--- src/rtl/cct_pkg.sv ---
// Shared types, constants and calendar helper functions for the calendar clock.
package cct_pkg;

    localparam int YEAR_W  = 14;
    localparam int MONTH_W = 4;
    localparam int DAY_W   = 5;
    localparam int HOUR_W  = 5;
    localparam int MIN_W   = 6;
    localparam int SEC_W   = 6;
    localparam int H12_W   = 4;

    localparam logic [YEAR_W-1:0]  YEAR_MIN     = 14'd1900;
    localparam logic [YEAR_W-1:0]  YEAR_MAX     = 14'd9999;
    localparam logic [YEAR_W-1:0]  YEAR_DEFAULT = 14'd2000;
    localparam logic [MONTH_W-1:0] MONTH_FIRST  = 4'd1;
    localparam logic [MONTH_W-1:0] MONTH_LAST   = 4'd12;
    localparam logic [MONTH_W-1:0] MONTH_FEB    = 4'd2;
    localparam logic [MONTH_W-1:0] MONTH_APR    = 4'd4;
    localparam logic [MONTH_W-1:0] MONTH_JUN    = 4'd6;
    localparam logic [MONTH_W-1:0] MONTH_SEP    = 4'd9;
    localparam logic [MONTH_W-1:0] MONTH_NOV    = 4'd11;
    localparam logic [DAY_W-1:0]   DAY_FIRST    = 5'd1;
    localparam logic [DAY_W-1:0]   DAY_LAST_DEC = 5'd31;
    localparam logic [DAY_W-1:0]   DAYS_31      = 5'd31;
    localparam logic [DAY_W-1:0]   DAYS_30      = 5'd30;
    localparam logic [DAY_W-1:0]   DAYS_29      = 5'd29;
    localparam logic [DAY_W-1:0]   DAYS_28      = 5'd28;
    localparam logic [HOUR_W-1:0]  HOUR_LAST    = 5'd23;
    localparam logic [HOUR_W-1:0]  HOUR_NOON    = 5'd12;
    localparam logic [MIN_W-1:0]   MIN_LAST     = 6'd59;
    localparam logic [SEC_W-1:0]   SEC_LAST     = 6'd59;
    localparam logic [H12_W-1:0]   H12_TOP      = 4'd12;

    localparam logic KIND_TICK = 1'b0;
    localparam logic KIND_LOAD = 1'b1;

    // floor(y / 25) = (y * DIV25_MUL) >> DIV25_SHIFT for every 14-bit y
    localparam int               DIV25_SHIFT = 21;
    localparam logic [16:0]      DIV25_MUL   = 17'd83887;

    typedef struct packed {
        logic               kind;
        logic [MONTH_W-1:0] load_month;
        logic [DAY_W-1:0]   load_day;
        logic [YEAR_W-1:0]  load_year;
        logic [HOUR_W-1:0]  load_hour;
        logic [MIN_W-1:0]   load_minute;
        logic [SEC_W-1:0]   load_second;
    } cct_item_t;

    typedef struct packed {
        logic [YEAR_W-1:0]  cur_year;
        logic [MONTH_W-1:0] cur_month;
        logic [DAY_W-1:0]   cur_day;
        logic [HOUR_W-1:0]  cur_hour;
        logic [MIN_W-1:0]   cur_minute;
        logic [SEC_W-1:0]   cur_second;
        logic [H12_W-1:0]   hour_twelve;
        logic               is_pm;
    } cct_result_t;

    // Item after range checks but for the day, handed from the input stage to the clock core
    typedef struct packed {
        logic               kind;
        logic [YEAR_W-1:0]  year;
        logic               leap;
        logic [MONTH_W-1:0] month;
        logic [DAY_W-1:0]   day;
        logic [HOUR_W-1:0]  hour;
        logic [MIN_W-1:0]   minute;
        logic [SEC_W-1:0]   second;
    } cct_stage_t;

    // Gregorian rule: leap = div4 && (!div25 || div16)
    function automatic logic leap_year(input logic [YEAR_W-1:0] y);
        logic [YEAR_W+16:0] prod;
        logic [9:0]         q;
        logic [YEAR_W-1:0]  q25;
        logic               div25;
        prod  = (YEAR_W+17)'(y) * (YEAR_W+17)'(DIV25_MUL);
        q     = prod[DIV25_SHIFT+9:DIV25_SHIFT];
        q25   = {q, 4'b0} + {1'b0, q, 3'b0} + {4'b0, q};
        div25 = (q25 == y);
        return (y[1:0] == 2'b00) && (!div25 || (y[3:0] == 4'b0000));
    endfunction

    function automatic logic [DAY_W-1:0] month_days(input logic [MONTH_W-1:0] m,
                                                    input logic leap);
        logic [DAY_W-1:0] len;
        case (m)
            MONTH_APR, MONTH_JUN, MONTH_SEP, MONTH_NOV: len = DAYS_30;
            MONTH_FEB: len = leap ? DAYS_29 : DAYS_28;
            default:   len = DAYS_31;
        endcase
        return len;
    endfunction

endpackage

--- src/rtl/cct_stream_if.sv ---
// Valid/ready stream interface used by the calendar clock channels.
interface cct_stream_if #(
    parameter type payload_t = logic
);
    logic     valid;
    logic     ready;
    payload_t payload;

    modport source (output valid, output payload, input ready);
    modport sink (input valid, input payload, output ready);
endinterface

--- src/rtl/calendar_clock_tick.sv ---
// Calendar clock top level: input register stage feeding the clock core.
//
// Gregorian real-time clock calendar with year, month, day, hour, minute, second.
// Channel item (cct_item_t): kind 0 advances the clock by one second with full
// carry and leap-year handling; kind 1 loads all six fields, each range-checked
// and replaced by its default when out of range. The year holds at 9999-12-31
// 23:59:59 and never rolls over.
// Channel result (cct_result_t): exactly one transaction per item, carrying the
// time after that item plus the 12-hour hour and a PM flag.
// Two register stages (input register, then state update and result register):
// an accepted item is held in the input register, then the core takes it into
// the result register and raises result.valid. Throughput: one item per cycle
// with result.ready high; state update and next-year leap check are combinational.
// Reset (rst_n low, asynchronous) sets 2000-01-01 00:00:00 and empties both
// register stages. When the receiver holds result.ready low the result stays
// registered; one more item can still enter the input stage, after which
// item.ready drops until the result is taken.
module calendar_clock_tick (
    input  logic       clk,
    input  logic       rst_n,
    cct_stream_if.sink   item,
    cct_stream_if.source result
);
    import cct_pkg::*;

    logic       stage_valid;
    logic       stage_ready;
    cct_stage_t stage;

    cct_in_stage u_in_stage (
        .clk         (clk),
        .rst_n       (rst_n),
        .item        (item),
        .stage_valid (stage_valid),
        .stage       (stage),
        .stage_ready (stage_ready)
    );

    cct_core u_core (
        .clk         (clk),
        .rst_n       (rst_n),
        .stage_valid (stage_valid),
        .stage       (stage),
        .stage_ready (stage_ready),
        .result      (result)
    );

endmodule

--- src/rtl/cct_in_stage.sv ---
// Input register: captures a transaction and range-checks the load fields but the day.
module cct_in_stage (
    input  logic               clk,
    input  logic               rst_n,
    cct_stream_if.sink         item,
    output logic               stage_valid,
    output cct_pkg::cct_stage_t stage,
    input  logic               stage_ready
);
    import cct_pkg::*;

    cct_item_t  in_data;
    cct_stage_t stage_next;
    cct_stage_t stage_reg;
    logic       valid_reg;
    logic       month_ok;

    assign in_data = item.payload;
    assign month_ok = (in_data.load_month >= MONTH_FIRST) && (in_data.load_month <= MONTH_LAST);

    always_comb
    begin
        stage_next.kind   = in_data.kind;
        stage_next.year   = ((in_data.load_year >= YEAR_MIN) && (in_data.load_year <= YEAR_MAX))
                            ? in_data.load_year : YEAR_DEFAULT;
        stage_next.leap   = leap_year(stage_next.year);
        stage_next.month  = month_ok ? in_data.load_month : MONTH_FIRST;
        // day is checked against the month length in the core
        stage_next.day    = in_data.load_day;
        stage_next.hour   = (in_data.load_hour <= HOUR_LAST) ? in_data.load_hour : '0;
        stage_next.minute = (in_data.load_minute <= MIN_LAST) ? in_data.load_minute : '0;
        stage_next.second = (in_data.load_second <= SEC_LAST) ? in_data.load_second : '0;
    end

    assign item.ready  = !valid_reg || stage_ready;
    assign stage_valid = valid_reg;
    assign stage       = stage_reg;

    always_ff @(posedge clk or negedge rst_n)
    begin
        if (!rst_n)
        begin
            valid_reg <= 1'b0;
        end
        else if (item.valid && item.ready)
        begin
            valid_reg <= 1'b1;
        end
        else if (stage_ready)
        begin
            valid_reg <= 1'b0;
        end
    end

    always_ff @(posedge clk)
    begin
        if (item.valid && item.ready)
        begin
            stage_reg <= stage_next;
        end
    end

endmodule

--- src/rtl/cct_core.sv ---
// Clock/calendar state, next-state logic for tick and load, and result register.
module cct_core (
    input  logic               clk,
    input  logic               rst_n,
    input  logic               stage_valid,
    input  cct_pkg::cct_stage_t stage,
    output logic               stage_ready,
    cct_stream_if.source       result
);
    import cct_pkg::*;

    logic [YEAR_W-1:0]  year_reg,   year_next;
    logic [MONTH_W-1:0] month_reg,  month_next;
    logic [DAY_W-1:0]   day_reg,    day_next;
    logic [HOUR_W-1:0]  hour_reg,   hour_next;
    logic [MIN_W-1:0]   minute_reg, minute_next;
    logic [SEC_W-1:0]   second_reg, second_next;
    logic               leap_reg,   leap_next;
    logic               res_valid_reg;
    cct_result_t        res_reg,    res_next;
    logic               take;
    logic               at_end;
    logic               load_day_ok;
    logic [DAY_W-1:0]   cur_len;
    logic               leap_following;
    logic [YEAR_W-1:0]  year_inc;

    assign stage_ready = !res_valid_reg || result.ready;
    assign take        = stage_valid && stage_ready;

    assign cur_len  = month_days(month_reg, leap_reg);
    assign year_inc = year_reg + 14'd1;
    assign leap_following = leap_year(year_inc);

    assign at_end = (year_reg >= YEAR_MAX) && (month_reg == MONTH_LAST) &&
                    (day_reg == DAY_LAST_DEC) && (hour_reg == HOUR_LAST) &&
                    (minute_reg == MIN_LAST) && (second_reg == SEC_LAST);

    assign load_day_ok = (stage.day >= DAY_FIRST) &&
                         (stage.day <= month_days(stage.month, stage.leap));

    always_comb
    begin
        year_next   = year_reg;
        month_next  = month_reg;
        day_next    = day_reg;
        hour_next   = hour_reg;
        minute_next = minute_reg;
        second_next = second_reg;
        leap_next   = leap_reg;
        if (stage.kind == KIND_LOAD)
        begin
            year_next   = stage.year;
            leap_next   = stage.leap;
            month_next  = stage.month;
            day_next    = load_day_ok ? stage.day : DAY_FIRST;
            hour_next   = stage.hour;
            minute_next = stage.minute;
            second_next = stage.second;
        end
        else if (!at_end)
        begin
            // carry chain: second -> minute -> hour -> day -> month -> year
            if (second_reg != SEC_LAST)
            begin
                second_next = second_reg + 6'd1;
            end
            else
            begin
                second_next = '0;
                if (minute_reg != MIN_LAST)
                begin
                    minute_next = minute_reg + 6'd1;
                end
                else
                begin
                    minute_next = '0;
                    if (hour_reg != HOUR_LAST)
                    begin
                        hour_next = hour_reg + 5'd1;
                    end
                    else
                    begin
                        hour_next = '0;
                        if (day_reg < cur_len)
                        begin
                            day_next = day_reg + 5'd1;
                        end
                        else
                        begin
                            day_next = DAY_FIRST;
                            if (month_reg != MONTH_LAST)
                            begin
                                month_next = month_reg + 4'd1;
                            end
                            else
                            begin
                                month_next = MONTH_FIRST;
                                year_next  = year_inc;
                                leap_next  = leap_following;
                            end
                        end
                    end
                end
            end
        end
    end

    always_comb
    begin
        res_next.cur_year    = year_next;
        res_next.cur_month   = month_next;
        res_next.cur_day     = day_next;
        res_next.cur_hour    = hour_next;
        res_next.cur_minute  = minute_next;
        res_next.cur_second  = second_next;
        res_next.is_pm       = (hour_next >= HOUR_NOON);
        if (hour_next == '0)
        begin
            res_next.hour_twelve = H12_TOP;
        end
        else if (hour_next > HOUR_NOON)
        begin
            res_next.hour_twelve = H12_W'(hour_next - HOUR_NOON);
        end
        else
        begin
            res_next.hour_twelve = hour_next[H12_W-1:0];
        end
    end

    always_ff @(posedge clk or negedge rst_n)
    begin
        if (!rst_n)
        begin
            year_reg      <= YEAR_DEFAULT;
            month_reg     <= MONTH_FIRST;
            day_reg       <= DAY_FIRST;
            hour_reg      <= '0;
            minute_reg    <= '0;
            second_reg    <= '0;
            leap_reg      <= 1'b1;
            res_valid_reg <= 1'b0;
        end
        else
        begin
            if (take)
            begin
                year_reg   <= year_next;
                month_reg  <= month_next;
                day_reg    <= day_next;
                hour_reg   <= hour_next;
                minute_reg <= minute_next;
                second_reg <= second_next;
                leap_reg   <= leap_next;
            end
            if (take)
            begin
                res_valid_reg <= 1'b1;
            end
            else if (result.ready)
            begin
                res_valid_reg <= 1'b0;
            end
        end
    end

    always_ff @(posedge clk)
    begin
        if (take)
        begin
            res_reg <= res_next;
        end
    end

    assign result.valid   = res_valid_reg;
    assign result.payload = res_reg;

endmodule

--- src/flat_wrapper.sv ---
// flat-port wrapper written by rule: the top's interface ports become plain ports
module calendar_clock_tick_flat import cct_pkg::*;
  (clk, rst_n, item_valid, item_payload, item_ready, result_valid, result_payload, result_ready);
  cct_stream_if #(.payload_t(cct_item_t)) item_i ();
  cct_stream_if #(.payload_t(cct_result_t)) result_i ();
  input  logic clk;
  input  logic rst_n;
  input wire logic [$bits(item_i.valid)-1:0] item_valid;
  input wire logic [$bits(item_i.payload)-1:0] item_payload;
  output wire logic [$bits(item_i.ready)-1:0] item_ready;
  output wire logic [$bits(result_i.valid)-1:0] result_valid;
  output wire logic [$bits(result_i.payload)-1:0] result_payload;
  input wire logic [$bits(result_i.ready)-1:0] result_ready;
  assign item_i.valid = item_valid;
  assign item_i.payload = item_payload;
  assign item_ready = item_i.ready;
  assign result_valid = result_i.valid;
  assign result_payload = result_i.payload;
  assign result_i.ready = result_ready;
  calendar_clock_tick u_core (.clk(clk), .rst_n(rst_n), .item(item_i), .result(result_i));
endmodule
--- config.mk ---
export PLATFORM = sky130hd
export DESIGN_NAME = calendar_clock_tick_flat
export DESIGN_NICKNAME = d
export VERILOG_FILES = /design/src/rtl/cct_pkg.sv /design/src/rtl/cct_stream_if.sv /design/src/rtl/calendar_clock_tick.sv /design/src/rtl/cct_in_stage.sv /design/src/rtl/cct_core.sv /design/src/flat_wrapper.sv
export SDC_FILE = /design/constraint.sdc
export NUM_CORES = 1
export LEC_CHECK = 0
export BUFFER_PORTS_ARGS = -buffer_cell sky130_fd_sc_hd__buf_2
export CAP_MARGIN = 10
export CORE_MARGIN = 2
export CORE_UTILIZATION = 30
export CTS_CLUSTER_DIAMETER = 200
export DETAILED_ROUTE_END_ITERATION = 8
export MAX_ROUTING_LAYER = met4
export PLACE_DENSITY_LB_ADDON = 0.15
export RECOVER_POWER = 25
export SLEW_MARGIN = 0
export SYNTH_ARGS = -nofsm -noshare
export SYNTH_HDL_FRONTEND = slang
export SYNTH_HIERARCHICAL = 1
export SYNTH_SLANG_ARGS = --single-unit
--- constraint.sdc ---
create_clock -name clk -period 24.2 [get_ports clk]
set_input_delay 3.63 -clock clk [delete_from_list [all_inputs] [get_ports clk]]
set_output_delay 3.63 -clock clk [all_outputs]
set_load 0.05 [all_outputs]
==> results_dict.tcl <==
set metrics [dict create \
    outcome "finished, violations left" \
    violations "capacitance limit, slew limit" \
    firstDrtPassIters 5 \
    initial_core_util 0.3035 \
    dieArea_um2 57760 \
    worst_pin_slew_ns 2.722 \
    critical-path-max-stage-delay_ns 0.73 \
    hpwl_um 36160 \
    topRoutingLayerUsed "met4" \
    finalHoldViolCount 0 \
    std_cell_rows 86 \
    fp.dieH_um 240.3 \
    grt_pass1_wl_um 68940 \
    drc_errors 0 \
    synth_nets 2141 \
    die-width_um 240.3 \
    arrival_ns 13.29 \
    finalMaxSlewViolations 54 \
    overflow 0 \
    grt_usage 0.1607 \
    synth-edff-count 87 \
    coreArea_um2 55200 \
    final_nets 2235 \
    fillers 5679 \
    wl_met1_um 20650 \
    maxCapViolCount 2 \
    slowest_stage "fa_1" \
    finalSetupTns_ns 0 \
    via_count 11500 \
    yosys_warnings 6 \
    dr_wl_met2_um 21000 \
    synth_xor_xnor_area_share 0.05758 \
    max_freq_mhz 76.30 \
    synth.area.mux_share 0.02076 \
    clk_latency_ns 0.43 \
    ys_seq_area_frac 0.2208 \
    slew_headroom -0.8149 \
    synthesis.area_um2 16750 \
    rsz0062_at_grt "false" \
    cp-start-kind "primary input" \
    drt_iter0_drc 528 \
    cts_tree "done" \
    critical_path.max_fanout 10 \
    viasPerCell 4.613 \
    synth_top_family_by_area "adder cells" \
    synth_flop_cell "edfxtp_1" \
    place_congestion 0.8644 \
    clkTransAtPathRegs_ns 0.07 \
    crit_required_ns 24.38 \
    wl_um 43010 \
    largest_reg_flops 45 \
    synth-adder-area-share 0.4237 \
    antenna_found_initial 0 \
    setup_viol 0 \
    syn_inst 1636 \
    grt_start_max_net_pins 68 \
    route.met3.wl_um 986 \
    htreeDepth 4 \
    synth_largest_area_cell "fa_1" \
    root_buffer "clkbuf_16" \
    syn_to_final_growth_pct 11.04 \
    syn_area_per_cell_um2 10.24 \
    worstSetupPathType "primary input to flip-flop" \
    clockBufferDepth 2 \
    skew_ns 0.01351 \
    num_io_pins 92 \
    post_synth_main_area_contributors "fa_1 21%, ha_1 21%, edfxtp_1 16%" \
    async_flop_share 0.3308 \
    hold_class "flip-flop to flip-flop" \
    fin_crit_sh 0.5416 \
    post_cts_buffers 0 \
    path_common_cell "fa_1" \
    synth-simple-area-share 0.1104 \
    cp-end-kind "flip-flop" \
    cts_resized 0 \
    min_period_ns 13.11 \
    hold_buffers 0 \
    port-buffer-count 91 \
    wl_per_cell_um 17.26 \
    grt_pass1_vias 12330 \
    cts_sinks 130 \
    ys_seq_elements 130 \
    drive_gt1_frac 0.1130 \
    synth-compound-area-share 0.08401 \
    ant_nets 0 \
    numCtsBuffers 17 \
    ys_types 89 \
    synth_top_area_share 0.2139 \
]
## metal layers
layer,GRT usage,vias up
met5,-,-
met3,0.01757,20
li1,-,5647
met2,0.2677,116
met4,0.02503,0
met1,0.2145,5712
## cell usage after synthesis, types with 9 or more instances
cell type / number
fa_1: 179
dfrtp_1: 34
nand2_1: 110
inv_1: 330
o21ai_1: 17
a21oi_1: 43
o21ai_0: 35
ha_1: 281
nor2_1: 66
and3_1: 11
xor2_1: 37
a21o_1: 15
nand4_1: 15
and2_1: 24
dfstp_2: 9
xnor2_1: 54
nor2b_1: 13
mux2_2: 22
nor3_1: 17
nand3_1: 27
a211oi_1: 11
o22ai_1: 9
clkbuf_1: 13
nand2b_1: 11
or2_2: 10
edfxtp_1: 87
## final timing paths
kind	cells past startpoint	slack [ns]	start	end
worst max-delay path	33	11.09	item_payload[23]	u_core/u_in_stage/stage[26]
worst min-delay path	2	0.52	u_core/u_core/day_reg[0]	u_core/u_core/day_reg[0]
worst max register to register	33	13.32	u_core/u_core/year_reg[0]	u_core/u_core/leap_reg
worst min register to register	2	0.52	u_core/u_core/day_reg[0]	u_core/u_core/day_reg[0]
max in group asynchronous	2	18.48	rst_n	u_core/u_core/minute_reg[1]
min in group asynchronous	2	4.17	rst_n	u_core/u_core/day_reg[3]
## worst max-delay path, delay by kind of cell
| family | cells | cell delay, ns |
|---|---|---|
| adders and majority gates | 10 | 4.51 |
| buffers and inverters | 3 | 0.22 |
| and+or+nand+nor | 5 | 1.34 |
| xor gates and xnor gates | 2 | 0.28 |
| AOI/OAI and AO/OA | 13 | 3.30 |
## stage by stage
stage	util	worst slack, ns	instance area, µm²	std cells	hold WS [ns]
global route	0.3370	10.49	18600	2491	0.5484
finish	0.3370	11.09	18600	2492	0.5239
global placement	0.3278	10.74	18090	2459	0.5112
floorplan	-	11.73	16750	1636	0.4579
CTS	0.3381	11.05	18660	2491	0.5250
detailed placement	0.3278	10.60	18090	2459	0.5179
## final cells by class
type,count,area [µm²],share of cell area
Antenna cell,1,2.502,0.0001345
Inverter,333,1257,0.06759
Clock buffer,18,439.2,0.02361
Multi-Input combinational cell,1147,11610,0.6243
Tap cell,748,935.9,0.05031
Sequential cell,130,3700,0.1989
Clock inverter,14,131.4,0.007062
Timing Repair Buffer,101,523.0,0.02811
## placed cells by master (no fill, tap or decap), types with 15 or more instances in the layout
master,n
o21ai_0,47
nand4_1,15
nand2_1,110
and2_1,20
clkbuf_16,17
nor3_1,17
xnor2_1,54
edfxtp_1,87
ha_1,281
nor2_1,66
fa_1,179
a21o_1,15
a21oi_1,43
dfrtp_1,34
xor2_1,37
inv_1,330
mux2_2,21
nand3_1,27
buf_2,88
## cells by family (layout without fill, tap and decap cells)
logic type / after synthesis / in the layout
fa+ha+maj: 460 / 460
buf+inv: 359 / 466
simple gates: 352 / 352
compound gates: 205 / 205
flops: 130 / 130
xor+xnor: 99 / 99
mux: 31 / 31
other cells: 0 / 1
Power is not shown: default switching activity piles up to over one toggle a cycle in this logic, so the estimate is an artifact.
